==> src/rtl/baa_pkg.sv <==
// Package for the ballistic aim angle core.
// Holds the datapath widths, the drop constants and the arctangent table.
// No dependencies.
`timescale 1ns / 1ps

package baa_pkg;

   localparam int PosW = 17;
   localparam int SpdW = 14;
   localparam int OffW = 14;
   localparam int AngW = 17;

   localparam int ZmW = 16;
   localparam int Z2W = 32;
   localparam int S2W = 28;
   localparam int NumW = 48;
   localparam int DenW = 36;
   localparam int QuoW = 37;
   localparam int YpW = 38;
   localparam int MagW = 37;
   localparam int NrmW = 30;
   localparam int KW = 3;
   localparam int LenW = 6;
   localparam int YsqW = 60;
   localparam int R2W = 61;
   localparam int RadW = 62;
   localparam int RootW = 31;
   localparam int SqRemW = 33;
   localparam int CxW = 33;
   localparam int CaW = 25;

   localparam int CordicStepsDef = 16;
   localparam int CordicStepsMax = 32;

   localparam int DropNumK = 50176;
   localparam int DropDenK = 250;
   localparam int DropBiasK = 125;
   localparam int SlowSpd = 2;
   localparam int RoundBias = 128;
   localparam int RoundShift = 8;

   localparam logic signed [CaW-1:0] AngMax = 25'sd5898240;

   localparam logic [CaW-1:0] AtanTab [CordicStepsMax] = '{
      25'd2949120, 25'd1740967, 25'd919879, 25'd466945,
      25'd234379, 25'd117304, 25'd58666, 25'd29335,
      25'd14668, 25'd7334, 25'd3667, 25'd1833,
      25'd917, 25'd458, 25'd229, 25'd115,
      25'd57, 25'd29, 25'd14, 25'd7,
      25'd4, 25'd2, 25'd1, 25'd0,
      25'd0, 25'd0, 25'd0, 25'd0,
      25'd0, 25'd0, 25'd0, 25'd0
   };

endpackage

==> src/rtl/baa_div_cell.sv <==
// One restoring division cell: yields one quotient bit per cycle while en is high.
// Depends on baa_pkg.
`timescale 1ns / 1ps

module baa_div_cell
   import baa_pkg::*;
#(
   parameter int PW = 1
)
(
   input  logic            clock,
   input  logic            reset,
   input  logic            en,
   input  logic            in_valid,
   input  logic [DenW-1:0] in_rem,
   input  logic [DenW-1:0] in_den,
   input  logic [QuoW-1:0] in_num,
   input  logic [QuoW-1:0] in_quo,
   input  logic [PW-1:0]   in_pay,
   output logic            out_valid,
   output logic [DenW-1:0] out_rem,
   output logic [DenW-1:0] out_den,
   output logic [QuoW-1:0] out_num,
   output logic [QuoW-1:0] out_quo,
   output logic [PW-1:0]   out_pay
);

   logic            valid_ff;
   logic [DenW-1:0] rem_ff, rem_in, den_ff;
   logic [QuoW-1:0] num_ff, num_in, quo_ff, quo_in;
   logic [PW-1:0]   pay_ff;
   logic [DenW:0]   trial, diff;
   logic            ge;

   always_comb begin
      trial  = {in_rem, in_num[QuoW-1]};
      ge     = trial >= {1'b0, in_den};
      diff   = trial - {1'b0, in_den};
      rem_in = ge ? diff[DenW-1:0] : trial[DenW-1:0];
      num_in = {in_num[QuoW-2:0], 1'b0};
      quo_in = {in_quo[QuoW-2:0], ge};
   end

   always_ff @(posedge clock) begin
      if (reset) begin
         valid_ff <= 1'b0;
      end else if (en) begin
         valid_ff <= in_valid;
      end
   end

   always_ff @(posedge clock) begin
      if (en) begin
         rem_ff <= rem_in;
         den_ff <= in_den;
         num_ff <= num_in;
         quo_ff <= quo_in;
         pay_ff <= in_pay;
      end
   end

   assign out_valid = valid_ff;
   assign out_rem   = rem_ff;
   assign out_den   = den_ff;
   assign out_num   = num_ff;
   assign out_quo   = quo_ff;
   assign out_pay   = pay_ff;

endmodule

==> config.mk <==
export PLATFORM = sky130hd
export DESIGN_NAME = baa_div_cell
export DESIGN_NICKNAME = d
export VERILOG_FILES = /design/src/rtl/baa_pkg.sv /design/src/rtl/baa_div_cell.sv
export SDC_FILE = /design/constraint.sdc
export NUM_CORES = 1
export LEC_CHECK = 0
export ABC_AREA = 1
export BUFFER_PORTS_ARGS = -buffer_cell sky130_fd_sc_hd__buf_2
export CAP_MARGIN = 25
export CORE_MARGIN = 8
export CORE_UTILIZATION = 47
export CTS_CLUSTER_DIAMETER = 150
export DETAILED_ROUTE_END_ITERATION = 12
export GPL_ROUTABILITY_DRIVEN = 0
export GPL_TIMING_DRIVEN = 0
export PLACE_DENSITY = 0.77
export REMOVE_ABC_BUFFERS = 1
export SLEW_MARGIN = 30
export SYNTH_ARGS = -nofsm -noshare
export SYNTH_HDL_FRONTEND = slang
export SYNTH_SLANG_ARGS = --single-unit
==> constraint.sdc <==
create_clock -name clock -period 2.2 [get_ports clock]
set_input_delay 0.33 -clock clock [delete_from_list [all_inputs] [get_ports clock]]
set_output_delay 0.33 -clock clock [all_outputs]
set_load 0.02 [all_outputs]
### After elaboration in Yosys (flattened, before gate mapping)

Cells that the tools add are included.

* add/subtract/negate cells: 1
* $lt $le $gt $ge: 1
* muxes and demuxes: 1

Operators by type and width (count)
* $ge A37 B36 Y1: 1
* $mux W36: 1
* $sub A36 B36 Y36: 1

* input bits: 151
* register bits: 147
* output and inout bits: 148
* word-level logic and storage cells: 9

### Longest topological paths before layout

Gate-level depths: netlist of the first run.

* word-level depth: 2
* depth in mapped cells: 16
* mapped depth without buffers: 15

### Worst setup path after synthesis of the first run

No wires, ideal clock.

* kind: input to register
* from: input port in_num[36]
* to: register rem_ff[32], in the netlist out_rem[32], data pin
* data required time: 1.947 ns
* slack: 0.193 ns
* path buffers: 0
* stages: 15
* library setup time: 0.253 ns
* data arrival time: 1.754 ns
* cell sequence: inv_1 > ha_1 > fa_1 > inv_1 > nand2_1 > nand3_1 > nand2_1 > nand2_1 > nand2_1 > nand2_1 > nand2_1 > nand2_1 > nand2_1 > nand3_1 > nand2_1

* cells in the longest elaborated chain, start to end: 2
* elaborated cells on any way between the ends: 3
* those cells by class: add/sub (1); order compare (1); mux (1)

RTL lines
* start, declared: RTL line baa_div_cell.sv:17 `input logic [QuoW-1:0] in_num,`
* $sub A36 B36 Y36 or $ge A37 B36 Y1 (tied branches): RTL line baa_div_cell.sv:38, baa_div_cell.sv:37
* $mux W36 (*): RTL line baa_div_cell.sv:39 `rem_in = ge ? diff[DenW-1:0] : trial[DenW-1:0];`
* via rem_in[32]: RTL line baa_div_cell.sv:29 `logic [DenW-1:0] rem_ff, rem_in, den_ff;`
* end signal, assigned: RTL line baa_div_cell.sv:54 `rem_ff <= rem_in;`
* end, declared: RTL line baa_div_cell.sv:29

The timed path passes the listed nets; every way through them passes the cells marked *.
A chain may end at the register's enable or synchronous reset.

### Worst setup path in the final report of the first run

* from: input port in_den[0]
* to: register rem_ff[30], in the netlist out_rem[30], data pin

* cells in the longest elaborated chain, start to end: 2
* elaborated cells on any way between the ends: 3
* those cells by class: add/sub (1); order compare (1); mux (1)

RTL lines
* start, declared: RTL line baa_div_cell.sv:16 `input logic [DenW-1:0] in_den,`
* $sub A36 B36 Y36 or $ge A37 B36 Y1 (tied branches): RTL line baa_div_cell.sv:38, baa_div_cell.sv:37
* $mux W36 (*): RTL line baa_div_cell.sv:39
* via rem_in[30]: RTL line baa_div_cell.sv:29

Marks and branches as above.

==> metrics.md, run 1 <==
| Metric | Value |
|---|---|
| Outcome | `finished clean` |
| Ports | `299` |
| Fin. Hold Viols | `0` |
| Cts hold-fix bufs | `0` |
| Placed cell areas | `9600 µm²` |
| Die H | `146 µm` |
| Post-synthesis adder-cell area fraction | `0.0596` |
| Most common cell on crit path | `nand2_1` |
| Combinational share of power | `0.225` |
| Core Region | `16500 µm²` |
| GR peak layer | `met2` |
| Compound-Gate Fraction of Synth Area | `0.0311` |
| Clk sinks | `147` |
| Per-cell routed wire length | `17.3 µm` |
| Met2 Track Usage GR | `0.381` |
| Commonest non-fill, non-tap cells in the layout | `buf_2 (295), nand2_1 (264), edfxtp_1 (146), inv_1 (129), nand3_1 (68)` |
| Critical path capture point type | `flop` |
| Filler cells | `1453` |
| Row count | `47` |
| Number of global-route vias before repair | `6629` |
| Worst path required time | `2.38 ns` |
| Arrival time of the worst setup path | `2.30 ns` |
| Total GRT Usage | `0.222` |
| FF+latch count, synth | `147` |
| First-pass GRT wire length | `36.6 mm` |
| Post-synth ARST share | `0` |
| Placed insts | `1350` |
| YS warnings | `0` |
| RSZ-0062 raised after global routing | `false` |
| Initial antenna violation count | `3` |
| Hold Path Class | `in2reg` |
| Final Max Tran Viols | `0` |
| Critical path class | `in2reg` |
| DR pass1 iterations | `9` |
| DIE AREA | `21200 µm²` |
| Worst skew pair latency | `0.42 ns` |
| Worst-path clk slew | `0.06 ns` |
| Layout Utilization | `0.621` |
| Synth top area cells | `edfxtp_1 (56%), nand2_1 (13%), inv_1 (6.1%), ha_1 (5.7%), nand3_1 (4.4%)` |
| Delay of the slowest critical-path stage | `0.43 ns` |
| Mapped Area | `7890 µm²` |
| Worst Tran Pin Value | `0.691 ns` |
| Post-synth top area share | `0.555` |
| Starting Density | `0.478` |
| Peak VDD IR | `0.494 mV` |
| Peak fanout along the critical path | `4` |
| Global route overflow | `0` |
| Synthesized instance count | `844` |
| Synth Area per Inst | `9.35 µm²` |
| CTS tree | `built` |
| DRT iter0 DRCs | `540` |
| Largest net degree at the start of global routing | `89` |
| Mux contribution to synthesized area | `0.00127` |
| CP Cell Sequence | `buf_2 -> ha_1 -> fa_1 -> inv_1 -> nand2_1 -> nand3_2 -> nand2_1 -> nand2_1 -> nand2_1 -> nand2_1 -> nand2_1 -> nand2_1 -> nand2_1 -> nand3_1 -> nand2_1` |
| Layout area overhead | `30.0%` |
| Final wirelength | `24.0 mm` |
| Switching Power | `2.57 mW` |
| Met3 Usage GRT | `0.0585` |
| Synth unique cells | `37` |
| Cts bufs inserted | `17` |
| Number of vias per cell | `4.95` |
| Final Cell Area | `10300 µm²` |
| Synth area leader | `edfxtp_1` |
| DRT antenna net count | `0` |
| Die Wd | `146 µm` |
| Minimum clock period | `2.12 ns` |
| WHS | `0.0513 ns` |
| Port Buffer Count | `296` |
| EDFF count, synth | `146` |
| Grt met1 use | `0.256` |
| Fin crit share | `0.963` |
| Xor and xnor area share after synthesis | `0.0200` |
| Share of cells above drive strength 1 | `0.330` |
| Clock tree buffer depth | `2` |
| CTS H-Tree Depth | `4` |
| Via count | `6860` |
| Finished Layout Cells | `1386` |
| Slowest cell on the critical path | `fa_1` |
| Fmax | `472 MHz` |
| P_leak | `5.08 nW` |
| Post-synthesis sequential area ratio | `0.558` |
| CTS Root Cell | `clkbuf_16` |
| Detailed placement HPWL | `19.0 mm` |
| Setup Skew | `0 ns` |
| R2r setup slk | `1.59 ns` |
| PnR worst setup slack | `0.0812 ns` |
| Max-cap violation count | `0` |
| Pint | `5.51 mW` |
| Sequential share of power | `0.429` |
| DRC viols | `0` |
| Max_slew headroom | `0.538` |
| Switch share | `0.318` |
| Largest family of logic cells by synthesized area | `simple AND/OR/NAND/NOR gates` |
| PD cells | `787 nW/µm²` |
| Startpoint Class | `input port` |
| Final net count | `1340` |
| Pre-CTS WS | `-0.696 ns` |
| Commonest non-fill, non-tap cell in the layout | `buf_2` |
| Synth Flop Type | `edfxtp_1` |
| Cell family with most CP delay | `simple AND/OR/NAND/NOR gates` |
| Post-Synth Simple-Gate Area | `0.252` |
| Worst Path Buf+Inv | `2` |
| Clk pwr share | `0.346` |
| Final setup fails | `0` |
cell type report:
cell class | count | area [µm²] | area share
repair buffers | 298 | 1540 | 0.150
clock buffers | 17 | 425 | 0.0414
flip-flops and latches | 147 | 4400 | 0.429
clock inverters | 15 | 140 | 0.0137
diodes | 1 | 2.50 | 0.000244
multi-input cells | 550 | 2960 | 0.288
well taps | 220 | 275 | 0.0268
inverters | 138 | 518 | 0.0505
stage by stage:
step	total power, mW	setup TNS, ns
CTS	8.13	-0.186
floorplan	4.62	-7.70
global route	8.43	0
global placement	5.29	-169.99
finish	8.08	0
detailed placement	5.32	-20.85
repair_timing:
item | 4_1_cts | 5_1_grt
endpoints found under the setup margin | 37 | 37
endpoints found under the hold margin | 0 | 0
cloned | 2 | 0
setup buffers | 0 | 1
pin swaps | 2 | 1
resized for setup | 3 | 5
path summary, 6_finish.rpt:
| check | cells past startpoint | end | start |
|---|---|---|---|
| max | 15 | out_rem[30]$_DFFE_PP_ | in_den[0] |
| min | 2 | out_valid$_SDFFE_PP0P_ | reset |
| min reg2reg | 2 | out_valid$_SDFFE_PP0P_ | out_valid$_SDFFE_PP0P_ |
| max reg2reg | 2 | out_valid$_SDFFE_PP0P_ | out_valid$_SDFFE_PP0P_ |
cell usage after synthesis, types with 5 or more instances:
library cell    n
nor2_1         51
nor2_2         12
o21bai_1        7
nand2_1       266
nand3_1        69
ha_1           36
nand3_2        11
xor2_1         17
edfxtp_1      146
nand3b_1        9
a21oi_1        26
buf_2           5
nand4_1         5
nand2_2        12
nor3_1          5
inv_1         129
inv_2           7
routing by layer:
layer  vias to the layer above  share of wire
li1                       3399              -
met1                      3104           0.39
met2                       303           0.49
met3                        50          0.075
met4                         4          0.035
met5                         -         0.0014
cell families after synthesis:
kind of cell,after synthesis
XOR/XNOR,18
buffers and inverters,149
AND/OR/NAND/NOR,448
flip-flops,147
adder cells (fa/ha/maj),37
multiplexers,1
AO/OA/AOI/OAI,43
other,1
power by group through the flow:
| stage | clock network [mW] | registers [mW] | logic (mW) |
|---|---|---|---|
| after global routing | 2.95 | 3.49 | 1.99 |
| after global placement | 0 | 3.53 | 1.76 |
| final | 2.79 | 3.47 | 1.82 |
| after CTS | 2.84 | 3.47 | 1.81 |
| after floorplan | 0 | 3.89 | 0.729 |
| after detailed placement | 0 | 3.53 | 1.80 |
state kept, by name, indices dropped and copies added (netlist names):
register	count
out_quo	37
out_den	36
out_num	36
out_rem	36
out_pay	1
out_valid	1
No activity file was read; power rests on OpenSTA's default activity.
==> run 2: changes to the inputs <==
- ABC_AREA: 1 -> not set
- PLACE_DENSITY: 0.77 -> 0.79
==> run 2 against run 1 <==
Against the previous run: the flow now finishes with violations (negative setup slack); clock skew is the same; via count is 14% lower; register-to-register slack improved by 0.02 ns; sequential cell count unchanged; hold slack improved by 0.020 ns; highest routed layer is now met4.
==> metrics.md, run 2 <==
| Metric | Value |
|---|---|
| Outcome | `finished with violations` |
| Violated checks | `negative setup slack` |
| Post-synth top area share | `0.624 (+0.0689)` |
| Fin crit share | `1.13 (+0.167)` |
| Final net count | `1110 (-17%)` |
| Fmax | `402 MHz (-15%)` |
| Largest net degree at the start of global routing | `93 (+4.5%)` |
| Global route overflow | `0 (unchanged)` |
| Initial antenna violation count | `2 (-1)` |
| Synthesized instance count | `537 (-36%)` |
| DRT iter0 DRCs | `401 (-26%)` |
| Final setup fails | `37 (+37)` |
| Number of global-route vias before repair | `6032 (-9.0%)` |
| Cts bufs inserted | `17 (unchanged)` |
| Mapped Area | `7020 µm² (-11%)` |
| Multi-input gate area | `3150 µm² (+6.5%)` |
| P_leak | `4.78 nW (-6.0%)` |
| Delay of the slowest critical-path stage | `0.31 ns (-0.12 ns)` |
| Setup Skew | `0 ns (unchanged)` |
| First-pass GRT wire length | `34.4 mm (-6.1%)` |
| Cts hold-fix bufs | `0 (unchanged)` |
| Fin. Hold Viols | `0 (unchanged)` |
| Max_slew headroom | `0.592 (+0.0535)` |
| Post-synth ARST share | `0 (unchanged)` |
| Synth unique cells | `62 (+68%)` |
| Synth area leader | `edfxtp_1` |
| PD cells | `774 nW/µm² (-1.7%)` |
| CTS H-Tree Depth | `4 (unchanged)` |
| Commonest non-fill, non-tap cell in the layout | `buf_2` |
| Top post-synthesis cells by count | `edfxtp_1 (146), a21oi_1 (51), inv_1 (47), nor2_1 (45), ha_1 (36)` |
| Slowest cell on the critical path | `a21oi_1` |
| Final wirelength | `23.6 mm (-1.4%)` |
| CTS tree | `built` |
| Grt met1 use | `0.240 (-0.0156)` |
| Number of flip-flops under the largest register name | `37 (unchanged)` |
| Commonest non-fill, non-tap cells in the layout | `buf_2 (272), edfxtp_1 (146), buf_4 (64), a21oi_1 (38), nor2_1 (31)` |
| PnR worst setup slack | `-0.286 ns (-0.367 ns)` |
| Met3 Usage GRT | `0.0671 (+0.00867)` |
| Worst Tran Pin Value | `0.606 ns (-0.0857 ns)` |
| Row count | `44 (-6.4%)` |
| Pwr Total | `8.52 mW (+5.5%)` |
| Pint | `5.93 mW (+7.7%)` |
| Clk pwr share | `0.316 (-0.030)` |
| Per-cell routed wire length | `21.1 µm (+22%)` |
| Core Region | `14600 µm² (-12%)` |
| Starting Density | `0.481 (+0.00369)` |
| R2r setup slk | `1.61 ns (+0.02 ns)` |
| Placed cell areas | `8710 µm² (-9.4%)` |
| Minimum clock period | `2.49 ns (+0.367 ns)` |
| Final Cell Area | `11000 µm² (+7.3%)` |
| Total GRT Usage | `0.230 (+0.00763)` |
| Max-cap violation count | `0 (unchanged)` |
| DIE AREA | `19100 µm² (-9.8%)` |
| DR pass1 iterations | `4 (-5)` |
| EDFF count, synth | `146 (unchanged)` |
| Synth Flop Type | `edfxtp_1` |
| Clk sinks | `147 (unchanged)` |
| Worst-path clk slew | `0.07 ns (about the same)` |
| Die H | `138 µm (-5.1%)` |
| Sequential share of power | `0.407 (-0.022)` |
| Post-synthesis sequential area ratio | `0.627 (+0.0692)` |
| Die Wd | `138 µm (-5.1%)` |
| Worst skew pair latency | `0.41 ns (about the same)` |
| Peak VDD IR | `0.415 mV (-16%)` |
| Synth Area per Inst | `13.1 µm² (+40%)` |
| Clock tree buffer depth | `2 (unchanged)` |
| Layout area overhead | `56.9%` |
| RSZ-0062 raised after global routing | `true` |
| Port Buffer Count | `296 (unchanged)` |
| Switch share | `0.304 (-0.0142)` |
| FF+latch count, synth | `147 (unchanged)` |
| Startpoint Class | `input port` |
| Switching Power | `2.59 mW (+0.82%)` |
| Critical path class | `in2reg` |
| Peak fanout along the critical path | `7 (+3)` |
| Met2 Track Usage GR | `0.434 (+0.0535)` |
| Detailed placement HPWL | `16.4 mm (-13%)` |
| Combinational share of power | `0.276 (+0.051)` |
| Number of vias per cell | `5.27 (+6.5%)` |
| GR peak layer | `met2` |
| Hold Path Class | `in2reg` |
| Share of cells above drive strength 1 | `0.590 (+0.259)` |
| Via count | `5906 (-14%)` |
| Worst path required time | `2.37 ns (about the same)` |
| Arrival time of the worst setup path | `2.65 ns (+0.35 ns)` |
| DRT antenna net count | `0 (unchanged)` |
| FF+latch area | `4400 µm² (unchanged)` |
| Filler cells | `901 (-38%)` |
| CTS Root Cell | `clkbuf_16` |
| Synth top area cells | `edfxtp_1 (62%), ha_1 (6.4%), a21oi_1 (3.6%), inv_1 (2.5%), nor2_1 (2.4%)` |
| CP Cell Sequence | `buf_8 -> inv_4 -> ha_4 -> a21oi_1 -> o211ai_1 -> nand2_1 -> o211a_1 -> o31ai_4 -> a31oi_4 -> o41ai_4 -> buf_6 -> buf_8 -> buf_8 -> buf_4 -> nor2_1 -> a21oi_1` |
| Most numerous cell in the Yosys netlist | `edfxtp_1` |
| Critical path capture point type | `flop` |
| YS warnings | `0 (unchanged)` |
| Ports | `299 (unchanged)` |
| Final Max Tran Viols | `0 (unchanged)` |
| DRC viols | `0 (unchanged)` |
| Most common cell on crit path | `buf_8` |
run 2: power groups by stage:
stage	clock network, mW	registers (mW)	logic (mW)
6_report	2.70	3.47	2.35
2_1_floorplan	0	3.91	0.660
3_5_place_dp	0	3.53	1.71
3_3_place_gp	0	3.53	1.67
4_1_cts	2.73	3.47	2.19
5_1_grt	2.85	3.50	2.49
run 2: kinds of logic (layout without fill, tap and decap cells):
| family | after synthesis | after routing | synth area share |
|---|---|---|---|
| AO/OA/AOI/OAI | 143 | 143 | 0.143 |
| XOR/XNOR | 29 | 29 | 0.0362 |
| adder cells (fa/ha/maj) | 37 | 37 | 0.0670 |
| buffers and inverters | 64 | 461 | 0.0404 |
| flip-flops | 147 | 147 | 0.627 |
| multiplexers | 10 | 10 | 0.0157 |
| other | 1 | 3 | 0.000534 |
| AND/OR/NAND/NOR | 106 | 106 | 0.0704 |
run 2: metrics by stage:
step | hold slack, ns | std cells | setup slack [ns] | TNS (ns) | utilization
3_3_place_gp | 0.474 | 1000 | -2.99 | -235.56 | 0.591
5_1_grt | 0.0598 | 1120 | -0.402 | -11.39 | 0.755
2_1_floorplan | 0.402 | 520 | -1.85 | -61.65 | -
6_report | 0.0713 | 1120 | -0.286 | -7.56 | 0.755
4_1_cts | 0.0584 | 1102 | -0.217 | -4.17 | 0.730
3_5_place_dp | 0.501 | 1006 | -1.54 | -41.64 | 0.597
run 2: cell type report:
cell class                      instances  share of cell area
Multi-Input combinational cell        326               0.286
Timing Repair Buffer                  383               0.225
Clock buffer                           17              0.0386
Sequential cell                       147               0.400
Clock inverter                         14              0.0111
Antenna cell                            2            0.000454
Tap cell                              184              0.0209
Inverter                               47              0.0181
run 2: final timing paths:
path,startpoint,end,cells after the start
worst max register to register,out_valid$_SDFFE_PP0P_,out_valid$_SDFFE_PP0P_,2
worst min-delay path,reset,out_valid$_SDFFE_PP0P_,2
worst max-delay path,in_den[16],out_rem[12]$_DFFE_PP_,16
worst min register to register,out_valid$_SDFFE_PP0P_,out_valid$_SDFFE_PP0P_,2
run 2: routing by layer:
| metal | routed length (µm) | vias up |
|---|---|---|
| li1 | - | 2781 |
| met2 | 13000 | 241 |
| met4 | 336 | 0 |
| met5 | 0 | - |
| met3 | 1600 | 25 |
| met1 | 8720 | 2859 |
run 2: timing repair:
action / 4_1_cts / 5_1_grt
gates cloned: 1 / 0
gates resized for setup: 183 / 52
setup endpoints to repair: 37 / 37
pin swaps: 53 / 24
setup buffers: 64 / 19
run 2: worst max-delay path, delay by kind of cell:
family,cells,cell delay [ns]
adder cells (fa/ha/maj),1,0.21
AO/OA/AOI/OAI,7,1.19
buffers and inverters,6,0.70
AND/OR/NAND/NOR,2,0.21
==> run 3: changes to the inputs <==
- SETUP_SLACK_MARGIN: not set -> 0.5
==> run 3 against run 2 <==
Against the previous run: the flow still finishes with violations (negative setup slack); final cell count up 1.6%; sequential share of layout area down 1.1 points; die area unchanged; register-to-register slack about the same; hold slack worse by 0.0021 ns; combinational power up 6%; critical path depth unchanged; maximum frequency up 0.47%; first-iteration DRC count down 3.5%; critical path type unchanged.
==> metrics.md, run 3 (synthesized netlist as in run 2, its figures left out) <==
| Metric | Value |
|---|---|
| Outcome | `finished with violations` |
| Violated checks | `negative setup slack` |
| Starting Density | `0.481 (unchanged)` |
| CTS H-Tree Depth | `4 (unchanged)` |
| Startpoint Class | `input port` |
| Detailed placement HPWL | `16.4 mm (unchanged)` |
| DIE AREA | `19100 µm² (unchanged)` |
| Clock tree buffer depth | `2 (unchanged)` |
| Critical path class | `in2reg` |
| Die H | `138 µm (unchanged)` |
| Setup Skew | `0 ns (unchanged)` |
| Clk pwr share | `0.312 (-0.004)` |
| Minimum clock period | `2.47 ns (-0.0116 ns)` |
| Commonest non-fill, non-tap cells in the layout | `buf_2 (270), edfxtp_1 (146), buf_4 (77), buf_6 (33), inv_1 (27)` |
| CTS tree | `built` |
| Worst Tran Pin Value | `0.549 ns (-0.0568 ns)` |
| First-pass GRT wire length | `34.5 mm (+0.38%)` |
| Core Region | `14600 µm² (unchanged)` |
| Peak VDD IR | `0.454 mV (+9.4%)` |
| Cts bufs inserted | `17 (unchanged)` |
| Critical path capture point type | `flop` |
| Share of cells above drive strength 1 | `0.625 (+0.0351)` |
| Fin crit share | `1.12 (-0.00527)` |
| Sequential share of power | `0.400 (-0.007)` |
| WHS | `0.0692 ns (-0.00210 ns)` |
| DRC viols | `0 (unchanged)` |
| Number of flip-flops under the largest register name | `37 (unchanged)` |
| Hold Path Class | `in2reg` |
| Total GRT Usage | `0.231 (+0.00103)` |
| Peak fanout along the critical path | `7 (unchanged)` |
| PD cells | `765 nW/µm² (-1.1%)` |
| Ports | `299 (unchanged)` |
| RSZ-0062 raised after global routing | `true` |
| DRT antenna net count | `0 (unchanged)` |
| DRT iter0 DRCs | `387 (-3.5%)` |
| P_leak | `4.91 nW (+2.8%)` |
| Number of global-route vias before repair | `6069 (+0.61%)` |
| Hold depth | `2 (unchanged)` |
| Clk sinks | `147 (unchanged)` |
| Number of vias per cell | `5.33 (+1.1%)` |
| Most common cell on crit path | `buf_6` |
| Port Buffer Count | `296 (unchanged)` |
| Final net count | `1128 (+1.6%)` |
| Switch share | `0.308 (+0.00383)` |
| Pint | `6.00 mW (+1.2%)` |
| Die Wd | `138 µm (unchanged)` |
| Layout area overhead | `61.5%` |
| Commonest non-fill, non-tap cell in the layout | `buf_2` |
| Fmax | `404 MHz (+0.47%)` |
| Final setup fails | `37 (unchanged)` |
| Max-cap violation count | `0 (unchanged)` |
| Final Max Tran Viols | `0 (unchanged)` |
| Via count | `6069 (+2.8%)` |
| Final wirelength | `24.4 mm (+3.1%)` |
| Combinational share of power | `0.287 (+0.011)` |
| Delay of the slowest critical-path stage | `0.41 ns (+0.10 ns)` |
| Arrival time of the worst setup path | `2.65 ns (about the same)` |
| Largest net degree at the start of global routing | `93 (unchanged)` |
| CTS Root Cell | `clkbuf_16` |
| DR pass1 iterations | `6 (+2)` |
| Switching Power | `2.67 mW (+3.0%)` |
| Pwr Total | `8.67 mW (+1.8%)` |
| CP Cell Sequence | `buf_6 -> inv_4 -> ha_4 -> a21o_1 -> a21o_1 -> a21oi_2 -> o21ai_2 -> a2111oi_4 -> o41ai_4 -> buf_6 -> buf_8 -> buf_8 -> buf_4 -> buf_6 -> nor2_4 -> a21oi_2` |
| Max_slew headroom | `0.630 (+0.0383)` |
| Reg2reg path depth | `2 (unchanged)` |
| Slowest cell on the critical path | `a2111oi_4` |
| Global route overflow | `0 (unchanged)` |
| Per-cell routed wire length | `21.4 µm (+1.5%)` |
| Worst-path clk slew | `0.07 ns (about the same)` |
| Worst skew pair latency | `0.41 ns (about the same)` |
| Initial antenna violation count | `2 (unchanged)` |
| Row count | `44 (unchanged)` |
| PnR worst setup slack | `-0.274 ns (+0.0116 ns)` |
| Worst path required time | `2.37 ns (about the same)` |
| Fin. Hold Viols | `0 (unchanged)` |
run 3: cell count changes in the layout (fill, tap and decap cells not counted), moves of 5 or more:
cell and change:
nor2_1 -6, a21oi_4 +5, buf_4 +13, a21oi_2 +8
nor2_4 +8, a21oi_1 -13
run 3: repair_timing:
| action | in CTS | in global routing |
|---|---|---|
| cloned | 1 | 0 |
| pin swaps | 55 | 40 |
| setup buffers | 66 | 32 |
| gates resized for setup | 184 | 104 |
| endpoints found under the setup margin | 37 | 37 |
| hold buffers | 0 | 0 |
run 3: routing by layer:
metal | routed length [µm] | global-route usage | vias to the layer above
met5 | 0 | 0 | -
met2 | 13700 | 0.435 | 262
li1 | - | - | 2810
met4 | 375 | 0.0709 | 0
met3 | 1710 | 0.0682 | 28
met1 | 8630 | 0.240 | 2969
run 3: cell type report:
type,count,area [µm²]
Sequential cell,147,4400
Clock buffer,17,425
Clock inverter,14,123
Tap cell,184,230
Multi-Input combinational cell,326,3290
Fill cell,843,3250
Antenna cell,2,5.00
Timing Repair Buffer,401,2660
Inverter,47,201
run 3: stage by stage:
stage / setup WS, ns / TNS, ns / util / instance area [µm²] / cells
4_1_cts: -0.215 / -4.00 / 0.731 / 10700 / 1104
6_report: -0.274 / -7.14 / 0.777 / 11300 / 1138
3_3_place_gp: -2.99 / -235.56 / 0.591 / 8630 / 1000
2_1_floorplan: -1.85 / -61.65 / - / 6920 / 520
3_5_place_dp: -1.54 / -41.64 / 0.597 / 8710 / 1006
5_1_grt: -0.398 / -11.22 / 0.777 / 11300 / 1138
run 3: power by group through the flow:
stage	registers [mW]	clock network (mW)	logic (mW)
CTS	3.47	2.73	2.20
detailed placement	3.53	0	1.71
floorplan	3.91	0	0.660
global route	3.50	2.84	2.62
global placement	3.53	0	1.67
finish	3.47	2.71	2.49
run 3: path summary, 6_finish.rpt:
check,startpoint,slack [ns],endpoint
setup / recovery,in_den[30],-0.27,out_rem[9]$_DFFE_PP_
hold / removal,reset,0.07,out_valid$_SDFFE_PP0P_
setup reg to reg,out_valid$_SDFFE_PP0P_,1.61,out_valid$_SDFFE_PP0P_
hold reg to reg,out_valid$_SDFFE_PP0P_,0.52,out_valid$_SDFFE_PP0P_
run 3: critical path, delay by kind of cell:
kind                       cells  cell delay [ns]
AOI/OAI and AO/OA              7             1.23
buffers and inverters          7             0.80
adders and majority gates      1             0.20
and+or+nand+nor                1             0.10
